[src/rtl/ldp_pkg.sv]
// ----------------------------------------------------------------------------
// ldp_pkg
// Shared types, register codes and fixed-point helpers for the lens
// distortion projection pipeline.
// ----------------------------------------------------------------------------
package ldp_pkg;

   typedef enum logic [3:0] {
      CSR_FOCAL_X         = 4'd0,
      CSR_FOCAL_Y         = 4'd1,
      CSR_SKEW            = 4'd2,
      CSR_PRINCIPAL_POINT = 4'd3,
      CSR_RADIAL_K1       = 4'd4,
      CSR_RADIAL_K2       = 4'd5,
      CSR_RADIAL_K3       = 4'd6,
      CSR_TANGENTIAL      = 4'd7
   } csr_idx_type;

   localparam int unsigned CsrIdxWidth = 4;

   localparam logic [31:0]        FocalReset = 32'h0001_0000;
   localparam logic signed [31:0] OneQ24     = 32'sh0100_0000;

   localparam logic [5:0] ShQ32 = 6'd32;
   localparam logic [5:0] ShQ28 = 6'd28;
   localparam logic [5:0] ShQ24 = 6'd24;
   localparam logic [5:0] ShQ23 = 6'd23;

   typedef struct packed {
      logic [31:0]        fx;
      logic [31:0]        fy;
      logic signed [31:0] sk;
      logic signed [31:0] u0;
      logic signed [31:0] v0;
      logic signed [31:0] k1;
      logic signed [31:0] k2;
      logic signed [31:0] k3;
      logic signed [31:0] p1;
      logic signed [31:0] p2;
   } cfg_type;

   typedef struct packed {
      logic               valid;
      logic signed [31:0] x;
      logic signed [31:0] y;
      logic signed [31:0] g;
      logic signed [31:0] dx;
      logic signed [31:0] dy;
      logic               ovf;
   } dist_type;

   typedef struct packed {
      logic signed [31:0] val;
      logic               ovf;
   } sat_type;

   function automatic logic signed [66:0] sx67(input logic signed [31:0] a);
      return {{35{a[31]}}, a};
   endfunction

   function automatic logic signed [32:0] sx33(input logic signed [31:0] a);
      return {a[31], a};
   endfunction

   function automatic logic signed [32:0] ux33(input logic [31:0] a);
      return {1'b0, a};
   endfunction

   function automatic logic signed [65:0] mul33(input logic signed [32:0] a,
                                                 input logic signed [32:0] b);
      logic signed [65:0] ae;
      logic signed [65:0] be;
      ae = {{33{a[32]}}, a};
      be = {{33{b[32]}}, b};
      return ae * be;
   endfunction

   // clamp to signed 32 bits
   function automatic sat_type sat32(input logic signed [66:0] v);
      sat_type r;
      if (v[66:31] == {36{v[66]}}) begin
         r.val = v[31:0];
         r.ovf = 1'b0;
      end else begin
         r.val = v[66] ? 32'sh8000_0000 : 32'sh7FFF_FFFF;
         r.ovf = 1'b1;
      end
      return r;
   endfunction

   // round to nearest, ties up, then clamp
   function automatic sat_type rnd_sat(input logic signed [65:0] p, input logic [5:0] sh);
      logic signed [66:0] t;
      logic signed [66:0] half;
      half = 67'sd1 <<< (sh - 6'd1);
      t    = {p[65], p} + half;
      t    = t >>> sh;
      return sat32(t);
   endfunction

endpackage

[src/rtl/ldp_csr.sv]
// ----------------------------------------------------------------------------
// ldp_csr
// Configuration registers: focal lengths, skew, principal point and
// distortion coefficients.
// ----------------------------------------------------------------------------
module ldp_csr (
   input  logic                           clock,
   input  logic                           reset,
   input  logic                           csr_valid,
   input  logic [ldp_pkg::CsrIdxWidth-1:0] csr_index,
   input  logic [63:0]                    csr_wdata,
   output ldp_pkg::cfg_type               cfg
);
   import ldp_pkg::*;

   cfg_type cfg_ff;
   cfg_type cfg_in;

   always_comb begin
      cfg_in = cfg_ff;
      if (csr_valid) begin
         unique case (csr_index)
            CSR_FOCAL_X:         cfg_in.fx = csr_wdata[31:0];
            CSR_FOCAL_Y:         cfg_in.fy = csr_wdata[31:0];
            CSR_SKEW:            cfg_in.sk = csr_wdata[31:0];
            CSR_PRINCIPAL_POINT: begin
               cfg_in.u0 = csr_wdata[63:32];
               cfg_in.v0 = csr_wdata[31:0];
            end
            CSR_RADIAL_K1:       cfg_in.k1 = csr_wdata[31:0];
            CSR_RADIAL_K2:       cfg_in.k2 = csr_wdata[31:0];
            CSR_RADIAL_K3:       cfg_in.k3 = csr_wdata[31:0];
            CSR_TANGENTIAL:      begin
               cfg_in.p1 = csr_wdata[63:32];
               cfg_in.p2 = csr_wdata[31:0];
            end
            default:             cfg_in = cfg_ff;
         endcase
      end
   end

   always_ff @(posedge clock) begin
      if (reset) begin
         cfg_ff <= '{fx: FocalReset, fy: FocalReset, default: '0};
      end else begin
         cfg_ff <= cfg_in;
      end
   end

   assign cfg = cfg_ff;

endmodule

[config.mk]
export PLATFORM = sky130hd
export DESIGN_NAME = ldp_csr
export DESIGN_NICKNAME = d
export VERILOG_FILES = /design/src/rtl/ldp_pkg.sv /design/src/rtl/ldp_csr.sv
export SDC_FILE = /design/constraint.sdc
export NUM_CORES = 1
export LEC_CHECK = 0
export ABC_AREA = 1
export BUFFER_PORTS_ARGS = -buffer_cell sky130_fd_sc_hd__buf_2
export CORE_UTILIZATION = 50
export CTS_CLUSTER_SIZE = 10
export DETAILED_ROUTE_END_ITERATION = 7
export PLACE_DENSITY = 0.78
export RECOVER_POWER = 50
export SYNTH_ARGS = -nofsm -noshare
export SYNTH_HDL_FRONTEND = slang
export SYNTH_SLANG_ARGS = --single-unit
[constraint.sdc]
create_clock -name clock -period 1.2 [get_ports clock]
set_input_delay 0.18 -clock clock [delete_from_list [all_inputs] [get_ports clock]]
set_output_delay 0.18 -clock clock [all_outputs]
set_load 0.1 [all_outputs]
==> results of run 1 <==
-- per-layer routing --
layer	GRT overflow	GRT usage [%]
met5	0	28.0
met4	20	81.6
met3	0	67.5
met2	17	94.4
met1	0	77.5
-- cell usage after synthesis --
library cell	count	area, sq um
nand2_1	580	2180
buf_1	20	75.1
nand4_1	64	400
nor2_1	641	2410
nor2_4	3	33.8
dfxtp_1	320	6410
nand3b_1	1	7.51
nand3_4	1	17.5
inv_2	1	3.75
buf_4	14	105
nand3_1	5	25.0
inv_1	162	608
nor2_2	2	12.5
buf_2	59	295
clkinv_1	1	3.75
clkbuf_1	21	78.8
-- kinds of logic after synthesis --
| kind of cell | share of synthesized area [%] |
|---|---|
| buffers and inverters | 9.24 |
| flip-flops | 50.6 |
| AND/OR/NAND/NOR | 40.1 |
-- metrics by stage --
stage | worst slack, ns | setup TNS, ns | utilization (%)
2_1_floorplan | 0.00347 | 0 | -
3_5_place_dp | -0.159 | -14.68 | 82.8
4_1_cts | -0.0583 | -11.87 | 91.8
3_3_place_gp | -0.0586 | -1.85 | 82.8
-- what timing repair did --
item,4_1_cts
setup endpoints to repair,320
resized for setup,31
endpoints found under the hold margin,95
hold buffers,58
gates cloned,0
setup buffers,74
==> results.sh, run 1 <==
export IMPL_grt_overflow_total=37
export IMPL_clockBufferDepth=3
export IMPL_dp_cells=2540
export IMPL_stop_stage="5_1_grt"
export IMPL_syn_inst=1895
export IMPL_worst_ep_kind="output port"
export IMPL_clock_tree_htree_level_count=2
export IMPL_clock_sinks=320
export IMPL_antenna_found_initial=17
export IMPL_stop_error="[ERROR GRT-0232] Routing congestion too high. Check the congestion heatmap in the GUI."
export IMPL_status="stopped before the end"
export IMPL_synth_cell_types=16
export IMPL_ys_ff_latch=320
export IMPL_hpwl_mm=35.1
export IMPL_grt_max_degree=64
export IMPL_die_y_um=161
export IMPL_top_level_ports=391
export IMPL_cts_buffers_inserted=38
export IMPL_ys_warn_count=0
export IMPL_die_x_um=161
export IMPL_avgSynthCellArea_sq_um=6.68
export IMPL_placed_area_sq_mm=0.0204
export IMPL_seq_area_frac_synth_pct=50.6
export IMPL_synth_nets=1966
export IMPL_grt_usage_pct=79.2
export IMPL_fp_row_count=57
export IMPL_io_buffers=390
export IMPL_crit_endpoint="cfg[185]"
export IMPL_gp_congestion=0.854
export IMPL_root_buffer="clkbuf_16"
export IMPL_syn_area_sq_mm=0.0127
export IMPL_start_util_pct=51.4
==> inputs of run 2 (changes only) <==
- CORE_UTILIZATION: 50 -> 35
- CTS_CLUSTER_SIZE: 10 -> not set
- PLACE_DENSITY: 0.78 -> not set
- PLACE_DENSITY_LB_ADDON: not set -> 0.15
==> run 2 against run 1 <==
The flow now finishes, with violations (setup timing). Synthesized area unchanged. Synthesized cell count unchanged.
==> results.sh, run 2 <==
export IMPL_leakage_uw=0.0101
export IMPL_critPathBufInv=1
export IMPL_antenna_found_initial=1
export IMPL_drv_cap=0
export IMPL_drv_slew=0
export IMPL_max_freq_mhz=811
export IMPL_fin_crit_sh_pct=103
export IMPL_final_cell_mix="nor2_1 (638), nand2_1 (580), buf_12 (327)"
export IMPL_synth_top_area_cell="dfxtp_1"
export IMPL_synth_area_top_cells="dfxtp_1 (51%), nor2_1 (19%), nand2_1 (17%)"
export IMPL_layout_commonest_cell="nor2_1"
export IMPL_worst_path_largest_cell_delay_ns=0.37
export IMPL_grt_usage_pct=23.3
export IMPL_clockPowerShare_pct=40.5
export IMPL_cts_tree="built"
export IMPL_hp_class="in -> reg"
export IMPL_async_flop_share_pct=0
export IMPL_rsz0062_at_grt="yes"
export IMPL_synth_cell_types=16
export IMPL_synth_most_common_cell="nor2_1"
export IMPL_clockBufferDepth=3
export IMPL_end_kind="output port"
export IMPL_fp_row_count=69
export IMPL_io_buffers=390
export IMPL_violations="setup timing"
export IMPL_grt_max_degree=71
export IMPL_syn_inst=1895
export IMPL_start_util_pct=35.6
export IMPL_clock_sinks=320
export IMPL_ant_nets=0
export IMPL_routedWlPerCell_um=15.4
export IMPL_die_x_um=192
export IMPL_cp_slowest_cell="dfxtp_4"
export IMPL_fin_worst_skew_ns=0
export IMPL_area_growth_pct=75.9
export IMPL_cp_arrival_ns=1.05
export IMPL_vias=12600
export IMPL_synth_nets=1966
export IMPL_worst_slew_pin_slew_ns=0.700
export IMPL_slew_limit_headroom_pct=53.4
export IMPL_synth_top_area_share_pct=50.6
export IMPL_avgSynthCellArea_sq_um=6.68
export IMPL_grt_pass1_vias=12100
export IMPL_hpwl_mm=30.9
export IMPL_nets=2411
export IMPL_drt_pass1_iter_count=4
export IMPL_synth_edf_count=0
export IMPL_grt_pass1_wl_mm=66.5
export IMPL_wl_mm=43.5
export IMPL_drc_errors=0
export IMPL_ys_warn_count=0
export IMPL_die_area_sq_mm=0.0369
export IMPL_crit_path_start_kind="flip-flop"
export IMPL_grt_overflow_total=0
export IMPL_clock_tree_htree_level_count=2
export IMPL_ys_ff_latch=320
export IMPL_crit_family="flip-flops"
export IMPL_core_area_sq_mm=0.0356
export IMPL_top_level_ports=391
export IMPL_root_buffer="clkbuf_16"
export IMPL_critical_path_required_ns=1.02
export IMPL_gp_congestion=0.811
export IMPL_comb_power_share_pct=16.8
export IMPL_seq_area_frac_synth_pct=50.6
export IMPL_synthTopCellsByCount="nor2_1 (641), nand2_1 (580), dfxtp_1 (320), inv_1 (162), nand4_1 (64)"
export IMPL_internal_power_uw=18700
export IMPL_drt_iter0_markers=628
export IMPL_status="complete, but fails checks"
export IMPL_cts_buffers_inserted=36
export IMPL_syn_area_sq_mm=0.0127
export IMPL_final_util_pct=62.6
export IMPL_p_total_uw=26100
export IMPL_r2r_slack_ns=0.27
export IMPL_fin_ws_ns=-0.0332
export IMPL_clkTransAtPathRegs_ns=0.06
export IMPL_layout_drive_gt1_share_pct=35.4
export IMPL_largest_reg_flops=320
export IMPL_swShare_pct=28.4
export IMPL_finalSetupViolations=314
export IMPL_die_y_um=192
export IMPL_p_sw_uw=7400
export IMPL_hold_viol=0
export IMPL_power_density_mw_per_mm2=1170
export IMPL_power_frac_seq_pct=42.7
export IMPL_fin_crit_ns=1.23
export IMPL_clk_latency_ns=0.50
export IMPL_vias_per_cell=4.47
export IMPL_path_class="reg -> out"
export IMPL_peakVddDrop_v=0.00115
export IMPL_path_max_fanout=2
export IMPL_crit_chain="buf_12"
export IMPL_synthFlopType="dfxtp_1"
-- run 2: timing repair --
action	4_1_cts	5_1_grt
pin swaps	0	0
gates resized for setup	5	15
cloned	0	0
setup endpoints to repair	320	320
setup buffers	7	16
hold buffers	63	0
endpoints found under the hold margin	123	0
-- run 2: power by group through the flow --
stage	clock [uW]	sequential, uW	combinational, uW
4_1_cts	10900	11200	4390
2_1_floorplan	0	13000	932
3_3_place_gp	0	11400	4180
6_report	10600	11100	4370
5_1_grt	11300	11100	4600
3_5_place_dp	0	11400	4210
-- run 2: worst min-delay path, stage by stage --
cell,delay [ns]
buf_2,0.15
nor2_1,0.07
nor2_1,0.09
-- run 2: metrics by stage --
| step | TNS, ns | setup WS [ns] | hold WS (ns) | std cells | instance area (sq um) |
|---|---|---|---|---|---|
| finish | -3.71 | -0.0332 | 0.0155 | 2824 | 22300 |
| global route | -16.21 | -0.0692 | 0.0347 | 2824 | 22300 |
| CTS | -12.22 | -0.0586 | 0.00582 | 2807 | 22300 |
| detailed placement | -21.81 | -0.158 | 0.428 | 2677 | 20400 |
| global placement | -12.22 | -0.113 | 0.419 | 2677 | 20400 |
| floorplan | 0 | 0.00347 | 0.293 | 1895 | 13100 |
-- run 2: per-layer routing --
layer	GRT usage [%]	part of all wire (%)
met1	28.1	42
met3	7.82	8.3
met2	38.2	46
met4	8.54	3.5
met5	0	0
-- run 2: layout make-up --
type / count / area (sq um)
diodes: 1 / 2.50
clock buffers: 55 / 1100
clock inverters: 5 / 25.0
fillers: 2977 / 13300
inverters: 164 / 623
multi-input cells: 1297 / 5110
flip-flops and latches: 320 / 6850
well taps: 461 / 577
repair buffers: 521 / 7960
-- run 2: path summary, 6_finish.rpt --
check,startpoint,end,cells after the start
min reg2reg,cfg[304],cfg[304],2
max,cfg[49],cfg[49],1
min,csr_wdata[15],cfg[303],3
max reg2reg,cfg[294],cfg[294],6
-- run 2: kinds of logic (layout without fill, tap and decap cells) --
group	Yosys count	count (layout)	synth area share, %
buf+inv	278	745	9.24
flops	320	320	50.6
other cells	0	1	0
simple gates	1297	1297	40.1
No activity file was read; power rests on OpenSTA's default activity.
